==> src/rtl/core/tscp_pkg.sv <==
// ----------------------------------------------------------------------------
// tscp_pkg: shared definitions for the time set command parser
// Character codes, limits, the grammar phase type and the result record.
// ----------------------------------------------------------------------------
package tscp_pkg;

  localparam int FRAME_BYTES_DEFAULT = 32;

  localparam logic [7:0] CH_LF    = 8'h0A;
  localparam logic [7:0] CH_CR    = 8'h0D;
  localparam logic [7:0] CH_OPEN  = 8'h28;
  localparam logic [7:0] CH_CLOSE = 8'h29;
  localparam logic [7:0] CH_COMMA = 8'h2C;
  localparam logic [7:0] CH_ZERO  = 8'h30;
  localparam logic [7:0] CH_NINE  = 8'h39;
  localparam logic [7:0] CH_A     = 8'h41;
  localparam logic [7:0] CH_T     = 8'h54;

  localparam logic [7:0] ACC_INVALID = 8'd255;
  localparam logic [7:0] MAX_HOURS   = 8'd23;
  localparam logic [7:0] MAX_MIN_SEC = 8'd59;

  typedef enum logic [1:0] {
    OUTCOME_ERROR = 2'd0,
    OUTCOME_TIME  = 2'd1,
    OUTCOME_ALARM = 2'd2
  } outcome_t;

  typedef enum logic [9:0] {
    PH_OPEN    = 10'b0000000001,
    PH_TYPE    = 10'b0000000010,
    PH_COMMA   = 10'b0000000100,
    PH_H_FIRST = 10'b0000001000,
    PH_H_MORE  = 10'b0000010000,
    PH_M_FIRST = 10'b0000100000,
    PH_M_MORE  = 10'b0001000000,
    PH_S_FIRST = 10'b0010000000,
    PH_S_MORE  = 10'b0100000000,
    PH_DONE    = 10'b1000000000
  } phase_t;

  typedef struct packed {
    outcome_t    outcome;
    logic [4:0]  hours;
    logic [5:0]  minutes;
    logic [5:0]  seconds;
  } result_t;

endpackage

==> src/rtl/core/tscp_parser.sv <==
// ----------------------------------------------------------------------------
// tscp_parser: frame grammar and field accumulation
// Holds the parse state and updates it from one registered byte per cycle while step is high.
// ----------------------------------------------------------------------------
module tscp_parser #(
  parameter int FRAME_BYTES = tscp_pkg::FRAME_BYTES_DEFAULT
) (
  input  logic              clk,
  input  logic              rst,
  input  logic              step,
  input  logic [7:0]        rx_byte,
  output logic              res_valid,
  output tscp_pkg::result_t res
);

  localparam int CW = $clog2(FRAME_BYTES);
  localparam logic [CW-1:0] KEEP_LIMIT = CW'(FRAME_BYTES - 1);

  tscp_pkg::phase_t parse_phase, parse_phase_next;
  logic [CW-1:0]    stored_count, stored_count_next;
  logic [7:0]       digit_accumulator, digit_accumulator_next;
  logic [7:0]       held_hours, held_hours_next;
  logic [7:0]       held_minutes, held_minutes_next;
  logic             alarm_kind, alarm_kind_next;
  logic             frame_error, frame_error_next;

  always_comb begin
    tscp_pkg::phase_t ph;
    logic [CW-1:0]    cnt;
    logic [7:0]       acc;
    logic [7:0]       hh;
    logic [7:0]       mm;
    logic             ak;
    logic             err;
    logic             digit;
    logic [7:0]       dval;
    logic             ok;

    ph    = parse_phase;
    cnt   = stored_count;
    acc   = digit_accumulator;
    hh    = held_hours;
    mm    = held_minutes;
    ak    = alarm_kind;
    err   = frame_error;
    digit = (rx_byte >= tscp_pkg::CH_ZERO) && (rx_byte <= tscp_pkg::CH_NINE);
    dval  = rx_byte - tscp_pkg::CH_ZERO;
    ok    = 1'b0;
    res   = '0;
    res_valid = 1'b0;

    if (step && rx_byte != tscp_pkg::CH_CR && rx_byte != tscp_pkg::CH_LF) begin
      if (rx_byte == tscp_pkg::CH_OPEN) begin
        ph  = tscp_pkg::PH_OPEN;
        cnt = '0;
        acc = '0;
        err = 1'b0;
      end

      if (cnt < KEEP_LIMIT) begin
        cnt = cnt + 1'b1;
        if (!err) begin
          unique case (ph)
            tscp_pkg::PH_OPEN: begin
              if (rx_byte == tscp_pkg::CH_OPEN) ph = tscp_pkg::PH_TYPE;
              else err = 1'b1;
            end
            tscp_pkg::PH_TYPE: begin
              if (rx_byte == tscp_pkg::CH_T || rx_byte == tscp_pkg::CH_A) begin
                ak = (rx_byte == tscp_pkg::CH_A);
                ph = tscp_pkg::PH_COMMA;
              end else begin
                err = 1'b1;
              end
            end
            tscp_pkg::PH_COMMA: begin
              if (rx_byte == tscp_pkg::CH_COMMA) ph = tscp_pkg::PH_H_FIRST;
              else err = 1'b1;
            end
            tscp_pkg::PH_H_FIRST, tscp_pkg::PH_M_FIRST, tscp_pkg::PH_S_FIRST: begin
              if (digit) begin
                acc = dval;
                if (ph == tscp_pkg::PH_H_FIRST) ph = tscp_pkg::PH_H_MORE;
                else if (ph == tscp_pkg::PH_M_FIRST) ph = tscp_pkg::PH_M_MORE;
                else ph = tscp_pkg::PH_S_MORE;
              end else begin
                err = 1'b1;
              end
            end
            tscp_pkg::PH_H_MORE, tscp_pkg::PH_M_MORE, tscp_pkg::PH_S_MORE: begin
              if (digit) begin
                // acc * 10 + digit, kept to eight bits
                acc = {acc[4:0], 3'b000} + {acc[6:0], 1'b0} + dval;
              end else if (acc == tscp_pkg::ACC_INVALID) begin
                err = 1'b1;
              end else if (ph == tscp_pkg::PH_H_MORE && rx_byte == tscp_pkg::CH_COMMA) begin
                hh = acc;
                ph = tscp_pkg::PH_M_FIRST;
              end else if (ph == tscp_pkg::PH_M_MORE && rx_byte == tscp_pkg::CH_COMMA) begin
                mm = acc;
                ph = tscp_pkg::PH_S_FIRST;
              end else if (ph == tscp_pkg::PH_S_MORE && rx_byte == tscp_pkg::CH_CLOSE) begin
                ph = tscp_pkg::PH_DONE;
              end else begin
                err = 1'b1;
              end
            end
            default: err = 1'b1;
          endcase
        end
      end else if (rx_byte == tscp_pkg::CH_CLOSE) begin
        err = 1'b1;
      end

      if (rx_byte == tscp_pkg::CH_CLOSE) begin
        res_valid = 1'b1;
        ok = !err && ph == tscp_pkg::PH_DONE && acc != tscp_pkg::ACC_INVALID &&
             hh <= tscp_pkg::MAX_HOURS && mm <= tscp_pkg::MAX_MIN_SEC &&
             acc <= tscp_pkg::MAX_MIN_SEC;
        if (ok) begin
          res.outcome = ak ? tscp_pkg::OUTCOME_ALARM : tscp_pkg::OUTCOME_TIME;
          res.hours   = hh[4:0];
          res.minutes = mm[5:0];
          res.seconds = acc[5:0];
        end
        ph  = tscp_pkg::PH_OPEN;
        cnt = '0;
        acc = '0;
        err = 1'b0;
      end
    end

    parse_phase_next       = ph;
    stored_count_next      = cnt;
    digit_accumulator_next = acc;
    held_hours_next        = hh;
    held_minutes_next      = mm;
    alarm_kind_next        = ak;
    frame_error_next       = err;
  end

  always_ff @(posedge clk) begin
    if (rst) begin
      parse_phase       <= tscp_pkg::PH_OPEN;
      stored_count      <= '0;
      digit_accumulator <= '0;
      held_hours        <= '0;
      held_minutes      <= '0;
      alarm_kind        <= 1'b0;
      frame_error       <= 1'b0;
    end else begin
      parse_phase       <= parse_phase_next;
      stored_count      <= stored_count_next;
      digit_accumulator <= digit_accumulator_next;
      held_hours        <= held_hours_next;
      held_minutes      <= held_minutes_next;
      alarm_kind        <= alarm_kind_next;
      frame_error       <= frame_error_next;
    end
  end

  // A closing parenthesis always leaves a fresh, empty frame behind.
  a_close_clears: assert property (@(posedge clk) disable iff (rst)
    step && rx_byte == tscp_pkg::CH_CLOSE |=>
      parse_phase == tscp_pkg::PH_OPEN && stored_count == '0 && !frame_error)
    else $error("frame not cleared after closing parenthesis");

  // The kept-byte count never passes the frame limit.
  a_count_limit: assert property (@(posedge clk) disable iff (rst)
    stored_count <= KEEP_LIMIT)
    else $error("stored byte count beyond frame limit");

  // Line ends leave the grammar untouched.
  a_line_end_ignored: assert property (@(posedge clk) disable iff (rst)
    step && (rx_byte == tscp_pkg::CH_CR || rx_byte == tscp_pkg::CH_LF) |=>
      $stable(parse_phase) && $stable(stored_count) && $stable(digit_accumulator))
    else $error("line end altered the parse state");

endmodule

==> src/rtl/core/tscp_out_reg.sv <==
// ----------------------------------------------------------------------------
// tscp_out_reg: result register
// Holds one result until the downstream side takes it.
// ----------------------------------------------------------------------------
module tscp_out_reg (
  input  logic              clk,
  input  logic              rst,
  input  logic              load,
  input  tscp_pkg::result_t res,
  output logic              free,
  output logic              out_valid,
  input  logic              out_stall,
  output logic [1:0]        outcome,
  output logic [4:0]        hours,
  output logic [5:0]        minutes,
  output logic [5:0]        seconds
);

  tscp_pkg::result_t held;

  assign free = !out_valid || !out_stall;

  always_ff @(posedge clk) begin
    if (rst) begin
      out_valid <= 1'b0;
    end else if (load) begin
      out_valid <= 1'b1;
    end else if (!out_stall) begin
      out_valid <= 1'b0;
    end
  end

  always_ff @(posedge clk) begin
    if (load) begin
      held <= res;
    end
  end

  assign outcome = held.outcome;
  assign hours   = held.hours;
  assign minutes = held.minutes;
  assign seconds = held.seconds;

  // A waiting result is never overwritten.
  a_no_overwrite: assert property (@(posedge clk) disable iff (rst)
    out_valid && out_stall |-> !load)
    else $error("result register loaded while a result was stalled");

endmodule

==> src/rtl/core/time_set_command_parser_top.sv <==
// ----------------------------------------------------------------------------
// time_set_command_parser_top: time and alarm set command parser
// Parses "(T,h,m,s)" and "(A,h,m,s)" frames from a byte stream and gives one
// result (set time, set alarm or error) for every closing parenthesis.
// ----------------------------------------------------------------------------
//
//   Channel   Direction  Handshake             Payload
//   input     in         in_valid / in_stall   rx_byte
//   result    out        out_valid / out_stall outcome, hours, minutes, seconds
//
// One byte is taken every cycle while in_stall is low. Each byte first lands
// in an input register; the parser then updates its state from it and, for a
// closing parenthesis, writes the result register, which offers the result
// on out_valid until the result side takes it. Reset is synchronous and
// returns the parser to waiting for an opening parenthesis. A stall on the
// result side holds the input register only when it carries a closing
// parenthesis and the result register is still occupied; all other bytes
// keep flowing.
//
module time_set_command_parser_top #(
  parameter int FRAME_BYTES = tscp_pkg::FRAME_BYTES_DEFAULT
) (
  input  logic       clk,
  input  logic       rst,
  input  logic       in_valid,
  output logic       in_stall,
  input  logic [7:0] rx_byte,
  output logic       out_valid,
  input  logic       out_stall,
  output logic [1:0] outcome,
  output logic [4:0] hours,
  output logic [5:0] minutes,
  output logic [5:0] seconds
);

  // Input register stage.
  logic       s1_valid;
  logic [7:0] s1_byte;

  // The registered byte moves on unless it would produce a result that the
  // result register cannot yet take.
  logic              s1_move;
  logic              res_free;
  logic              res_valid;
  tscp_pkg::result_t res;

  assign s1_move  = !s1_valid || s1_byte != tscp_pkg::CH_CLOSE || res_free;
  assign in_stall = !s1_move;

  always_ff @(posedge clk) begin
    if (rst) begin
      s1_valid <= 1'b0;
    end else if (s1_move) begin
      s1_valid <= in_valid;
    end
  end

  always_ff @(posedge clk) begin
    if (s1_move && in_valid) begin
      s1_byte <= rx_byte;
    end
  end

  // The grammar is stepped once for each beat leaving the input register.
  tscp_parser #(
    .FRAME_BYTES(FRAME_BYTES)
  ) u_parser (
    .clk       (clk),
    .rst       (rst),
    .step      (s1_valid && s1_move),
    .rx_byte   (s1_byte),
    .res_valid (res_valid),
    .res       (res)
  );

  tscp_out_reg u_out_reg (
    .clk       (clk),
    .rst       (rst),
    .load      (res_valid),
    .res       (res),
    .free      (res_free),
    .out_valid (out_valid),
    .out_stall (out_stall),
    .outcome   (outcome),
    .hours     (hours),
    .minutes   (minutes),
    .seconds   (seconds)
  );

  // An accepted beat is always held in the input register next cycle.
  a_accept_lands: assert property (@(posedge clk) disable iff (rst)
    in_valid && !in_stall |=> s1_valid)
    else $error("accepted beat missing from input register");

  // A held closing parenthesis only waits behind a stalled result.
  a_hold_reason: assert property (@(posedge clk) disable iff (rst)
    in_stall |-> s1_valid && s1_byte == tscp_pkg::CH_CLOSE && out_valid && out_stall)
    else $error("input stalled without a blocked result");

endmodule
==> config.mk <==
export PLATFORM = sky130hd
export DESIGN_NAME = time_set_command_parser_top
export DESIGN_NICKNAME = d
export VERILOG_FILES = /design/src/rtl/core/tscp_pkg.sv /design/src/rtl/core/tscp_parser.sv /design/src/rtl/core/tscp_out_reg.sv /design/src/rtl/core/time_set_command_parser_top.sv
export SDC_FILE = /design/constraint.sdc
export NUM_CORES = 1
export LEC_CHECK = 0
export ABC_CLOCK_PERIOD_IN_PS = 15400
export BUFFER_PORTS_ARGS = -buffer_cell sky130_fd_sc_hd__buf_2
export CAP_MARGIN = 20
export CELL_PAD_IN_SITES_DETAIL_PLACEMENT = 1
export CELL_PAD_IN_SITES_GLOBAL_PLACEMENT = 1
export CORE_MARGIN = 1
export CORE_UTILIZATION = 50
export CTS_CLUSTER_DIAMETER = 100
export CTS_CLUSTER_SIZE = 28
export DETAILED_ROUTE_END_ITERATION = 12
export PLACE_DENSITY_LB_ADDON = 0.12
export SETUP_SLACK_MARGIN = 0.3
export SYNTH_ARGS = -nofsm -noshare
export SYNTH_HDL_FRONTEND = slang
export SYNTH_SLANG_ARGS = --single-unit
==> constraint.sdc <==
create_clock -name clk -period 15.4 [get_ports clk]
set_input_delay 2.31 -clock clk [delete_from_list [all_inputs] [get_ports clk]]
set_output_delay 2.31 -clock clk [all_outputs]
set_load 0.05 [all_outputs]
After elaboration in Yosys (flattened, before gate mapping)
Cells that the tools add are included.

operators by class
  equality and inequality tests = 21
  multiplexer cells = 73
  $add $sub $neg = 4
  $lt $le $gt $ge = 6
  reduce and logical (&&, ||, !) cells = 25

operator list
  operator                                                                 number
  8-bit two-way mux                                                        23
  10-bit two-way mux                                                       16
  10-bit case mux with 5 select lines                                      1
  1-bit two-way mux                                                        25
  8-bit by 6-bit equality test with 1-bit output (second input constant)   3
  8-bit by 6-bit <= comparator with 1-bit output (second input constant)   3
  5-bit two-way mux                                                        4
  8-bit adder                                                              2
  8-bit by 7-bit equality test with 1-bit output (second input constant)   2
  8-bit by 4-bit != test with 1-bit output (second input constant)         2
  8-bit case mux with 2 select lines                                       1
  1-bit logical AND                                                        13
  10-bit by 1-bit equality test with 1-bit output (second input constant)  1
  10-bit equality test (second input constant)                             1
  10-bit by 2-bit equality test with 1-bit output (second input constant)  1
  10-bit by 3-bit equality test with 1-bit output (second input constant)  1
  10-bit by 4-bit equality test with 1-bit output (second input constant)  1
  10-bit by 5-bit equality test with 1-bit output (second input constant)  1
  10-bit by 6-bit equality test with 1-bit output (second input constant)  1
  10-bit by 7-bit equality test with 1-bit output (second input constant)  1
  10-bit by 8-bit equality test with 1-bit output (second input constant)  1
  10-bit by 9-bit equality test with 1-bit output (second input constant)  1
  9-bit two-way mux                                                        1
  8-bit equality test (second input constant)                              1
  14 further kinds                                                         22

storage, ports and cells
  logic and storage cells = 143
  output and inout bits = 21
  register bits = 70
  input bits = 12

Depth between registers and ports, before layout
Gate-level depths: netlist (run 1).

  depth after elaboration = 25
  depth in mapped cells = 22
  mapped depth without buffers = 17

Hierarchy
Synthesis (run 1) repeated with hierarchy kept, for this count alone.

second synthesis, totals
  cell total of the unflattened synthesis = 537
  area total of the unflattened synthesis = 4642.0 um^2

by module, submodules not included
  module                       area an instance (um^2)  cells each  instances
  tscp_parser                  3682.3                   492         1
  tscp_out_reg                 603.1                    23          1
  time_set_command_parser_top  356.6                    22          1

Worst setup path after synthesis (run 1)
No wires, ideal clock.

  kind = register to register
  start point = register s1_byte[4]
  end point = register u_out_reg.held (netlist bit u_out_reg.hours[4]), data pin
  data required time = 15.247 ns
  path slack = 10.236 ns
  library setup time = 0.153 ns
  stages on the path, launching flop included = 22
  path buffers = 4
  arrival time = 5.011 ns
  cell sequence = edfxtp_1 > inv_1 > ha_1 > and4bb_2 > nand2_1 > clkbuf_1 > clkbuf_1 > and2_1 > inv_1 > fa_1 > inv_1 > ha_1 > and2_1 > a311o_1 > a21oi_1 > xnor3_1 > a22oi_1 > o21ai_0 > or4_1 > buf_6 > buf_12 > nor3_2

on the way
  cells in the longest elaborated chain, start to end = 21
  elaborated cells between the ends (all ways) = 106

RTL lines
  element                                                               line                               source
  start, declared                                                       time_set_command_parser_top.sv:38  logic [7:0] s1_byte;
  start signal, assigned                                                time_set_command_parser_top.sv:60  s1_byte <= rx_byte;
  parallel branches: the longest is 21 deep, another holds 8-bit adder  --
  end signal, assigned                                                  tscp_out_reg.sv:35                 held <= res;
  end, declared                                                         tscp_out_reg.sv:19                 tscp_pkg::result_t held;

Parallel ways; which one is timed is not known. The select of a mux whose other input is x is not followed.
A chain may end at the register's enable or synchronous reset.

Final worst setup path (run 1)
  start point = register s1_byte[4]
  end point = register u_out_reg.held (netlist bit u_out_reg.seconds[1]), data pin

Same word-level chain as after synthesis.

==> results.ini, run 1 <==
[status]
run_status = finished, final reports clean

[cells_and_area]
final_cell_mix = sky130_fd_sc_hd__nand2_1, sky130_fd_sc_hd__a21oi_1, sky130_fd_sc_hd__nor2_1, sky130_fd_sc_hd__dfxtp_1, sky130_fd_sc_hd__buf_2
final_layout_size_suffix_gt1_share_pct = 14.7
final_nets = 556
most_common_cell_after_layout_fill_and_taps_aside = sky130_fd_sc_hd__nand2_1
antenna-diode-count = 0
synthToLayoutAreaGrowth_pct = 8.02
finalInstanceArea_um2 = 4820

[timing]
clock_skew_ns = 0.0119
hold_viol_final = 0
setup_viol_count_final = 0
relSlewSlack_pct = 36.1
worst_slew_pin_slew_ns = 0.958
rsz0062_at_grt = false
fmax_mhz = 180
min_period_ns = 5.56
final.setup.tns_ns = 0
timing_max_transition_violations_final = 0
worst_hold_slack_ns = 0.462
fin_crit_sh_pct = 36.1

[placement]
final_weighted_congestion_in_routability_driven_placement = 0.931
post_placement_cell_area_um2 = 4630
post_dp_hpwl_mm = 10.1
numPortBuffers = 32

[power]
p_per_area_nw_per_um2 = 79.7
power.internal_mw = 0.269
clockPowerShare_pct = 38.1
switching_power_mw = 0.114
vdd_ir_drop_max_uv = 47.5
share_comb_of_total_power_pct = 9.7
total_leakage_power_nw = 1.74
sw_frac_of_total_pct = 29.8
power.share.sequential_pct = 52.2

[floorplan]
floorplan.rows = 34
fp.dieArea_um2 = 9300
design.portCount = 33
die_width_um = 96.5
initial_standard_cell_utilization_of_the_core_pct = 51.4
dieHeight_um = 96.5
coreArea_um2 = 8680

[clocking]
post_cts.resized_instances = 0
worst_setup_hold_path_clk_slew_ns = 0.09
cts_hold_buf = 0
cts_made_buffers = 9
postCtsSetupBuffers = 0
clock_tree.htree_level_count = 3
tritoncts_clock_tree = done
clk-insertion-delay-late_ns = 0.36
tritoncts_num_sinks = 70
max-clock-path-buffers = 2
clockRootBuffer = sky130_fd_sc_hd__clkbuf_8

[detailed_routing]
remaining_drc_errors = 0
routedWlPerCell_um = 21.3
dr.pass1.iters = 5
routed_via_density = 6.39
detail_route.wirelength_mm = 13.6
antenna_left = 0
routed-via-count = 4090
drt-initial-drc-count = 239

[grt]
globalRouteTotalUtil_pct = 31.0
grt_overflow_total = 0
grt_antenna_before_repair = 0
wire_length_of_the_first_global_routing_pass_mm = 21.3
grt_start_max_net_pins = 45
vias_in_the_first_global_route = 3916

[setup_path]
worstPathArrival_ns = 5.74
worstPathRequired_ns = 15.58
reg2reg_slack_ns = 9.84
crit_path_class = register to register
timing.critical_path.fanout_max = 19
startpoint_type = register
timing.critical_path.to_type = register

[yosys]
synth_edf_count = 27
warnings_from_yosys = 0
synthFlopType = sky130_fd_sc_hd__dfxtp_1
synth_sequential_area_ratio_pct = 37.5
synthesis.area_per_instance_um2 = 8.75
ys_async_sr_fraction_pct = 0
post_synth_num_cell_types = 76
syn-instance-count = 510
synth_seq_cells = 70
syn_area_um2 = 4460
synth_fp_nets = 539

[min_path]
hold_path_class = register to register

[run]
max-cap-violations = 0

power groups by stage:
stage                     Sequential, mW  Combinational [mW]  Clock, mW
after floorplan                    0.201              0.0292          0
final                              0.200              0.0373      0.146
after detailed placement           0.204              0.0367          0
after global placement             0.204              0.0354          0
after CTS                          0.200              0.0371      0.148
after global routing               0.201              0.0409      0.157
registers in the layout (all words and copies together) (netlist names):
register and count:
u_out_reg.hours 5, s1_byte 8, u_out_reg.out_valid 1, u_parser.held_hours 8
u_out_reg.outcome 2, u_parser.alarm_kind 1, u_parser.digit_accumulator 8, u_parser.held_minutes 8
u_parser.frame_error 1, u_out_reg.minutes 6, s1_valid 1, u_out_reg.seconds 6
u_parser.stored_count 5, u_parser.parse_phase 10
cell families (layout without fill, tap and decap cells):
family	Yosys count	after routing	share of synthesized area [%]
flops	70	70	37.5
compound gates	134	134	20.3
xor+xnor	12	12	2.66
mux	3	3	0.673
simple gates	219	219	27.7
fa+ha+maj	17	17	5.61
buf+inv	55	77	5.55
area by class of cell:
cell class | count | area [µm²]
clock buffer | 9 | 124
clock inverter | 7 | 61.3
fill | 1044 | 3860
inverter | 25 | 93.8
multi-input combinational | 385 | 2540
sequential | 70 | 1670
tap | 108 | 135
timing repair buffer | 36 | 190
per-layer routing:
layer / vias to the layer above / track usage, % / wire (µm)
li1: 1919 / - / -
met2: 147 / 51.7 / 6510
met3: 35 / 4.69 / 675
met5: - / 0 / 0
met4: 0 / 15.3 / 510
met1: 1989 / 38.8 / 5930
cells in the mapped netlist, types with 11 or more instances:
master,number,area share [%]
sky130_fd_sc_hd__inv_1,25,2.1
sky130_fd_sc_hd__a21oi_1,50,5.6
sky130_fd_sc_hd__a22oi_1,12,2.0
sky130_fd_sc_hd__ha_1,12,3.4
sky130_fd_sc_hd__nor2_1,48,4.0
sky130_fd_sc_hd__edfxtp_1,27,18
sky130_fd_sc_hd__nand3_1,18,2.0
sky130_fd_sc_hd__clkbuf_1,20,1.7
sky130_fd_sc_hd__o21ai_0,17,1.9
sky130_fd_sc_hd__dfxtp_1,43,19
sky130_fd_sc_hd__nand2_1,54,4.5
sky130_fd_sc_hd__and2_1,11,1.5
sky130_fd_sc_hd__nor3_1,12,1.3
worst paths after layout:
| kind | to | from | cells after the start |
|---|---|---|---|
| setup / recovery | u_out_reg.seconds[1] | s1_byte[4] | 17 |
| hold / removal | u_parser.held_hours[5] | u_parser.held_hours[5] | 2 |
| setup reg to reg | u_out_reg.seconds[1] | s1_byte[4] | 17 |
| hold reg to reg | u_parser.held_hours[5] | u_parser.held_hours[5] | 2 |
worst max-delay path, stage by stage (launching register included):
cell and delay [ns]:
sky130_fd_sc_hd__edfxtp_1 0.52, sky130_fd_sc_hd__inv_1 0.14, sky130_fd_sc_hd__ha_1 0.21, sky130_fd_sc_hd__and4bb_2 0.29, sky130_fd_sc_hd__nand2_1 0.17, sky130_fd_sc_hd__nand2_1 0.29, sky130_fd_sc_hd__inv_1 0.21, sky130_fd_sc_hd__fa_1 0.56
sky130_fd_sc_hd__inv_1 0.07, sky130_fd_sc_hd__fa_1 0.46, sky130_fd_sc_hd__inv_1 0.09, sky130_fd_sc_hd__a21o_1 0.12, sky130_fd_sc_hd__a21oi_1 0.08, sky130_fd_sc_hd__xnor2_1 0.15, sky130_fd_sc_hd__a32o_1 0.23, sky130_fd_sc_hd__or4_1 0.51
sky130_fd_sc_hd__or4_1 0.93, sky130_fd_sc_hd__nor3b_1 0.34
through the flow:
step	worst slack [ns]	util [%]	std cells	total power, mW
finish	9.84	55.5	640	0.384
CTS	9.82	55.5	640	0.385
global placement	10.13	53.4	624	0.240
global route	9.48	55.5	640	0.399
floorplan	10.24	-	510	0.230
detailed placement	9.88	53.4	624	0.241
Power figures use the tool's default switching activity.
==> run 2: changes to the inputs <==
--- a/config.mk
+++ b/config.mk
@@ -5,13 +5,13 @@
 export SDC_FILE = /design/constraint.sdc
 export NUM_CORES = 1
 export LEC_CHECK = 0
-export ABC_CLOCK_PERIOD_IN_PS = 15400
+export ABC_CLOCK_PERIOD_IN_PS = 5030
 export BUFFER_PORTS_ARGS = -buffer_cell sky130_fd_sc_hd__buf_2
 export CAP_MARGIN = 20
 export CELL_PAD_IN_SITES_DETAIL_PLACEMENT = 1
 export CELL_PAD_IN_SITES_GLOBAL_PLACEMENT = 1
 export CORE_MARGIN = 1
-export CORE_UTILIZATION = 50
+export CORE_UTILIZATION = 42
 export CTS_CLUSTER_DIAMETER = 100
 export CTS_CLUSTER_SIZE = 28
 export DETAILED_ROUTE_END_ITERATION = 12
==> constraint.sdc (replaced) <==
create_clock -name clk -period 5.03 [get_ports clk]
set_input_delay 0.7545 -clock clk [delete_from_list [all_inputs] [get_ports clk]]
set_output_delay 0.7545 -clock clk [all_outputs]
set_load 0.05 [all_outputs]
==> results.ini, run 2 (synthesized netlist as in run 1, its figures left out) <==
[status]
run_status = finished, final reports clean  ; unchanged

[clocking]
clock_tree.htree_level_count = 3  ; unchanged
max-clock-path-buffers = 2  ; unchanged
clockRootBuffer = sky130_fd_sc_hd__clkbuf_8  ; unchanged
clk-insertion-delay-late_ns = 0.35  ; was 0.36 ns
cts_hold_buf = 0  ; unchanged
cts_made_buffers = 9  ; unchanged
tritoncts_clock_tree = done  ; unchanged
tritoncts_num_sinks = 70  ; unchanged
worst_setup_hold_path_clk_slew_ns = 0.08  ; was 0.09 ns

[cells_and_area]
final-instance-count-excl-fill = 685  ; was 640
multiInputGateArea_um2 = 2640  ; was 2540 µm²
antenna-diode-count = 0  ; unchanged
largest_register_ff_count = 10  ; unchanged
final_layout_size_suffix_gt1_share_pct = 19.9  ; was 14.7%
final_cell_mix = sky130_fd_sc_hd__nand2_1, sky130_fd_sc_hd__a21oi_1, sky130_fd_sc_hd__nor2_1, sky130_fd_sc_hd__dfxtp_1, sky130_fd_sc_hd__buf_2  ; unchanged
most_common_cell_after_layout_fill_and_taps_aside = sky130_fd_sc_hd__nand2_1  ; unchanged
final_nets = 573  ; was 556
synthToLayoutAreaGrowth_pct = 15.3  ; was 8.02%
register_ranked_first_by_flip_flop_count = u_parser.parse_phase  ; unchanged
fill_cells = 1229  ; was 1044
area.sequential_um2 = 1670  ; unchanged

[floorplan]
coreArea_um2 = 10300  ; was 8680 µm²
die_width_um = 105  ; was 96.5 µm
fp.dieArea_um2 = 11000  ; was 9300 µm²
dieHeight_um = 105  ; was 96.5 µm
initial_standard_cell_utilization_of_the_core_pct = 43.2  ; was 51.4%
floorplan.rows = 37  ; was 34
design.portCount = 33  ; unchanged

[timing]
setup_viol_count_final = 0  ; unchanged
min_period_ns = 4.57  ; was 5.56 ns
relSlewSlack_pct = 33.3  ; was 36.1%
worst_hold_slack_ns = 0.455  ; was 0.462 ns
fin_crit_sh_pct = 90.8  ; was 36.1%
rsz0062_at_grt = false  ; unchanged
worst_slew_pin_slew_ns = 1.00  ; was 0.958 ns
timing_max_transition_violations_final = 0  ; unchanged
fmax_mhz = 219  ; was 180 MHz
hold_viol_final = 0  ; unchanged
clock_skew_ns = 0.0146  ; was 0.0119 ns
final.setup.tns_ns = 0  ; unchanged

[grt]
grt_overflow_total = 0  ; unchanged
grt_start_max_net_pins = 45  ; unchanged
globalRouteTotalUtil_pct = 27.4  ; was 31.0%
vias_in_the_first_global_route = 4200  ; was 3916
grt_antenna_before_repair = 0  ; unchanged
wire_length_of_the_first_global_routing_pass_mm = 23.2  ; was 21.3 mm

[setup_path]
worstPathRequired_ns = 5.20  ; was 15.58 ns
worstPathArrival_ns = 4.74  ; was 5.74 ns
critical-path-slowest-cell = sky130_fd_sc_hd__or4_4  ; was sky130_fd_sc_hd__or4_1
crit_path_class = register to register  ; unchanged
startpoint_type = register  ; unchanged
critical_path.reg2reg.endpoint = u_out_reg.outcome[0]  ; was u_out_reg.seconds[1]
critPathBufInv = 5  ; was 4
critical_path.cell_chain = inv_1 -> ha_4 -> and4bb_4 -> nand2_4 -> nand2_4 -> inv_1 -> fa_1 -> inv_1 -> fa_2 -> inv_1 -> a21o_1 -> a21oi_1 -> xnor2_1 -> a32o_1 -> or4_1 -> or4_4 -> buf_12 -> nor3b_1  ; was inv_1 -> ha_1 -> and4bb_2 -> nand2_1 -> nand2_1 -> inv_1 -> fa_1 -> inv_1 -> fa_1 -> inv_1 -> a21o_1 -> a21oi_1 -> xnor2_1 -> a32o_1 -> or4_1 -> or4_1 -> nor3b_1
timing.critical_path.max_delay_family = simple AND/OR/NAND/NOR gates  ; unchanged
critPathMaxStageDelay_ns = 0.56  ; was 0.93 ns
critical_path.reg2reg.startpoint = s1_byte[4]  ; unchanged
cp-endpoint = u_out_reg.outcome[0]  ; was u_out_reg.seconds[1]
reg2reg_slack_ns = 0.46  ; was 9.84 ns
timing.critical_path.to_type = register  ; unchanged
critical_path.most_common_cell = sky130_fd_sc_hd__inv_1  ; unchanged
crit_path_start = s1_byte[4]  ; unchanged
r2r.worst_path.cells = 18  ; was 17
crit_cells = 18  ; was 17
timing.critical_path.fanout_max = 19  ; unchanged

[run]
max-cap-violations = 0  ; unchanged

[power]
power.total_mw = 1.31  ; was 0.384 mW
switching_power_mw = 0.337  ; was 0.114 mW
power.share.sequential_pct = 46.2  ; was 52.2%
clockPowerShare_pct = 43.3  ; was 38.1%
vdd_ir_drop_max_uv = 115  ; was 47.5 µV
share_comb_of_total_power_pct = 10.5  ; was 9.7%
sw_frac_of_total_pct = 25.7  ; was 29.8%
p_per_area_nw_per_um2 = 255  ; was 79.7 nW/µm²
total_leakage_power_nw = 1.91  ; was 1.74 nW
power.internal_mw = 0.976  ; was 0.269 mW

[detailed_routing]
detail_route.wirelength_mm = 14.7  ; was 13.6 mm
routed_via_density = 6.04  ; was 6.39
dr.pass1.iters = 4  ; was 5
routedWlPerCell_um = 21.4  ; was 21.3 µm
routed-via-count = 4134  ; was 4090
drt-initial-drc-count = 208  ; was 239
antenna_left = 0  ; unchanged
remaining_drc_errors = 0  ; unchanged

[min_path]
hold_path_class = register to register  ; unchanged

[placement]
dp.cells = 659  ; was 624
numPortBuffers = 32  ; unchanged
final_weighted_congestion_in_routability_driven_placement = 0.904  ; was 0.931
post_dp_hpwl_mm = 10.9  ; was 10.1 mm

run 2: layout make-up:
cell class | instances | area share (%)
multi-input cells | 386 | 51.3
flip-flops and latches | 70 | 32.5
repair buffers | 52 | 6.37
well taps | 136 | 3.31
clock buffers | 9 | 2.41
clock inverters | 7 | 2.34
inverters | 25 | 1.82
run 2: worst min-delay path by stage:
stage | start | end | slack (ns) | cells after the start
after floorplan | u_parser.held_hours[7] | u_parser.held_hours[7] | 0.43 | 2
after global placement | u_parser.held_hours[0] | u_parser.held_hours[0] | 0.44 | 2
after detailed placement | u_parser.held_hours[1] | u_parser.held_hours[1] | 0.44 | 2
after CTS | u_parser.held_hours[1] | u_parser.held_hours[1] | 0.46 | 2
after global routing | u_parser.held_hours[7] | u_parser.held_hours[7] | 0.47 | 2
final | u_parser.held_hours[1] | u_parser.held_hours[1] | 0.45 | 2
run 2: timing repair:
action | in CTS | in global routing
pin swaps | 0 | 2
resized for setup | 5 | 16
buffers inserted | 5 | 2
endpoints found under the setup margin | 19 | 19
gates cloned | 0 | 1
run 2: routing by layer:
layer	vias up	global-route usage (%)	routed length, µm
met2	104	46.8	7250
met4	0	10.7	434
met3	26	4.12	563
li1	1954	-	-
met1	2050	34.6	6420
met5	-	0	0
run 2: power groups by stage:
stage	clock, mW	sequential [mW]	combinational [mW]
global placement	0	0.618	0.125
detailed placement	0	0.619	0.130
global route	0.600	0.609	0.151
CTS	0.578	0.605	0.133
floorplan	0	0.615	0.0919
finish	0.568	0.607	0.138
run 2: worst min-delay path, delay by kind of cell, from the launching register on:
family / cells / cell delay (ns)
AOI/OAI and AO/OA: 1 / 0.05
DFF: 1 / 0.32
and+or+nand+nor: 1 / 0.05
run 2: through the flow:
step / instance area (µm²) / setup WS, ns / utilization, %
2_1_floorplan: 4500 / 0.255 / -
3_3_place_gp: 4730 / 0.447 / 45.9
3_5_place_dp: 4730 / 0.195 / 45.9
4_1_cts: 5030 / 0.311 / 48.7
5_1_grt: 5140 / 0.297 / 49.8
6_report: 5140 / 0.465 / 49.8
==> run 3: changes to the inputs <==
--- a/config.mk
+++ b/config.mk
@@ -15,7 +15,7 @@
 export CTS_CLUSTER_DIAMETER = 100
 export CTS_CLUSTER_SIZE = 28
 export DETAILED_ROUTE_END_ITERATION = 12
-export PLACE_DENSITY_LB_ADDON = 0.12
+export PLACE_DENSITY = 0.77
 export SETUP_SLACK_MARGIN = 0.3
 export SYNTH_ARGS = -nofsm -noshare
 export SYNTH_HDL_FRONTEND = slang
==> results.ini, run 3 (synthesized netlist as in run 1, its figures left out) <==
[status]
run_status = finished, final reports clean  ; unchanged

[timing]
final.setup.tns_ns = 0  ; unchanged
worst_slew_pin_slew_ns = 1.02  ; was 1.00 ns
postLayoutSetupSlackWorst_ns = 0.430  ; was 0.465 ns
setup_viol_count_final = 0  ; unchanged
clock_skew_ns = 0.0120  ; was 0.0146 ns
fin_crit_sh_pct = 91.4  ; was 90.8%
fmax_mhz = 217  ; was 219 MHz
min_period_ns = 4.60  ; was 4.57 ns
rsz0062_at_grt = false  ; unchanged
relSlewSlack_pct = 32.3  ; was 33.3%
worst_hold_slack_ns = 0.460  ; was 0.455 ns
hold_viol_final = 0  ; unchanged
timing_max_transition_violations_final = 0  ; unchanged

[detailed_routing]
routed-via-count = 4312  ; was 4134
antenna_left = 0  ; unchanged
drt-initial-drc-count = 221  ; was 208
routedWlPerCell_um = 20.9  ; was 21.4 µm
remaining_drc_errors = 0  ; unchanged
dr.pass1.iters = 5  ; was 4
detail_route.wirelength_mm = 14.3  ; was 14.7 mm
routed_via_density = 6.30  ; was 6.04

[floorplan]
floorplan.rows = 37  ; unchanged
dieHeight_um = 105  ; unchanged
initial_standard_cell_utilization_of_the_core_pct = 43.2  ; unchanged
coreArea_um2 = 10300  ; unchanged
design.portCount = 33  ; unchanged
die_width_um = 105  ; unchanged
fp.dieArea_um2 = 11000  ; unchanged

[placement]
place_worst_setup_slack_ns = 0.244  ; was 0.195 ns
final_weighted_congestion_in_routability_driven_placement = 0.959  ; was 0.904
dp.cells = 662  ; was 659
numPortBuffers = 32  ; unchanged
post_placement_cell_area_um2 = 4750  ; was 4730 µm²
post_dp_hpwl_mm = 10.5  ; was 10.9 mm

[setup_path]
worstPathArrival_ns = 4.80  ; was 4.74 ns
timing.critical_path.to_type = register  ; unchanged
reg2reg_slack_ns = 0.43  ; was 0.46 ns
startpoint_type = register  ; unchanged
timing.critical_path.fanout_max = 19  ; unchanged
worstPathRequired_ns = 5.23  ; was 5.20 ns
crit_path_class = register to register  ; unchanged

[power]
total_leakage_power_nw = 1.83  ; was 1.91 nW
vdd_ir_drop_max_uv = 91.8  ; was 115 µV
power.total_mw = 1.19  ; was 1.31 mW
p_per_area_nw_per_um2 = 235  ; was 255 nW/µm²

[grt]
vias_in_the_first_global_route = 4333  ; was 4200
wire_length_of_the_first_global_routing_pass_mm = 22.8  ; was 23.2 mm
globalRouteTotalUtil_pct = 26.6  ; was 27.4%
grt_start_max_net_pins = 45  ; unchanged
grt_antenna_before_repair = 0  ; unchanged
grt_overflow_total = 0  ; unchanged

[cells_and_area]
final-instance-count-excl-fill = 684  ; was 685
most_common_cell_after_layout_fill_and_taps_aside = sky130_fd_sc_hd__nand2_1  ; unchanged
antenna-diode-count = 0  ; unchanged
largest_register_ff_count = 10  ; unchanged
finalInstanceArea_um2 = 5040  ; was 5140 µm²
final_layout_size_suffix_gt1_share_pct = 19.9  ; about the same
final_nets = 572  ; was 573
final_util_pct = 48.8  ; was 49.8%
final_cell_mix = sky130_fd_sc_hd__nand2_1, sky130_fd_sc_hd__nor2_1, sky130_fd_sc_hd__a21oi_1, sky130_fd_sc_hd__dfxtp_1, sky130_fd_sc_hd__buf_2  ; was sky130_fd_sc_hd__nand2_1, sky130_fd_sc_hd__a21oi_1, sky130_fd_sc_hd__nor2_1, sky130_fd_sc_hd__dfxtp_1, sky130_fd_sc_hd__buf_2
register_ranked_first_by_flip_flop_count = u_parser.parse_phase  ; unchanged
synthToLayoutAreaGrowth_pct = 13.0  ; was 15.3%

[clocking]
clk-insertion-delay-late_ns = 0.37  ; was 0.35 ns
max-clock-path-buffers = 2  ; unchanged
worst_setup_hold_path_clk_slew_ns = 0.09  ; was 0.08 ns
cts_made_buffers = 9  ; unchanged
cts_hold_buf = 0  ; unchanged
tritoncts_clock_tree = done  ; unchanged
clockRootBuffer = sky130_fd_sc_hd__clkbuf_8  ; unchanged
clock_tree.htree_level_count = 3  ; unchanged
tritoncts_num_sinks = 70  ; unchanged

[min_path]
hold_path_class = register to register  ; unchanged

[run]
max-cap-violations = 0  ; unchanged

==> run 3: cell types whose count changed in the layout (fill, tap and decap cells not counted), moves of 2 or more <==
cell                         delta
sky130_fd_sc_hd__a21oi_2        +2
sky130_fd_sc_hd__nand2_1        +2
sky130_fd_sc_hd__inv_6          +2
sky130_fd_sc_hd__a21oi_1        -2
sky130_fd_sc_hd__bufinv_16      -3
sky130_fd_sc_hd__clkinvlp_4     +2
sky130_fd_sc_hd__nand2_4        -2
==> run 3: critical path, cell delays in order (launching register included) <==
cell and delay [ns]:
sky130_fd_sc_hd__edfxtp_1 0.39, sky130_fd_sc_hd__inv_1 0.11, sky130_fd_sc_hd__ha_2 0.22, sky130_fd_sc_hd__and4bb_2 0.29
sky130_fd_sc_hd__nand2_4 0.12, sky130_fd_sc_hd__nand2_1 0.12, sky130_fd_sc_hd__inv_1 0.12, sky130_fd_sc_hd__fa_1 0.53
sky130_fd_sc_hd__inv_1 0.06, sky130_fd_sc_hd__fa_2 0.35, sky130_fd_sc_hd__inv_1 0.07, sky130_fd_sc_hd__a21o_1 0.13
sky130_fd_sc_hd__a21oi_2 0.07, sky130_fd_sc_hd__xnor2_1 0.13, sky130_fd_sc_hd__a32o_1 0.23, sky130_fd_sc_hd__or4_1 0.54
sky130_fd_sc_hd__or4_4 0.56, sky130_fd_sc_hd__buf_8 0.18, sky130_fd_sc_hd__nor3b_2 0.20
==> run 3: cell type report <==
cell class / count / area, µm²
Timing Repair Buffer: 52 / 314
Clock buffer: 9 / 124
Sequential cell: 70 / 1670
Inverter: 25 / 93.8
Fill cell: 1251 / 5290
Clock inverter: 7 / 55.1
Multi-Input combinational cell: 385 / 2610
Tap cell: 136 / 170
==> run 3: power breakdown <==
group / internal, mW / leakage, nW / switching [mW]
Combinational: 0.0492 / 1.13 / 0.0845
Clock: 0.184 / 0.0866 / 0.262
Sequential: 0.595 / 0.614 / 0.0108
==> run 3: metal layers <==
layer | vias up | track usage (%) | routed length (µm)
met5 | - | 0 | 0
met4 | 0 | 12.5 | 457
met3 | 35 | 2.87 | 750
met2 | 147 | 44.2 | 6900
met1 | 2179 | 34.5 | 6210
li1 | 1951 | - | -
==> run 3: worst paths after layout <==
kind                            startpoint                        to  cells after the start
setup reg to reg                s1_byte[4]      u_out_reg.seconds[3]                     18
hold reg to reg   u_parser.held_minutes[1]  u_parser.held_minutes[1]                      2
hold / removal    u_parser.held_minutes[1]  u_parser.held_minutes[1]                      2
setup / recovery                s1_byte[4]      u_out_reg.seconds[3]                     18
==> run 3: repair_timing <==
action / in CTS / in global routing
endpoints found under the setup margin: 7 / 19
buffers inserted: 1 / 5
gates resized for setup: 3 / 12
pin swaps: 0 / 0
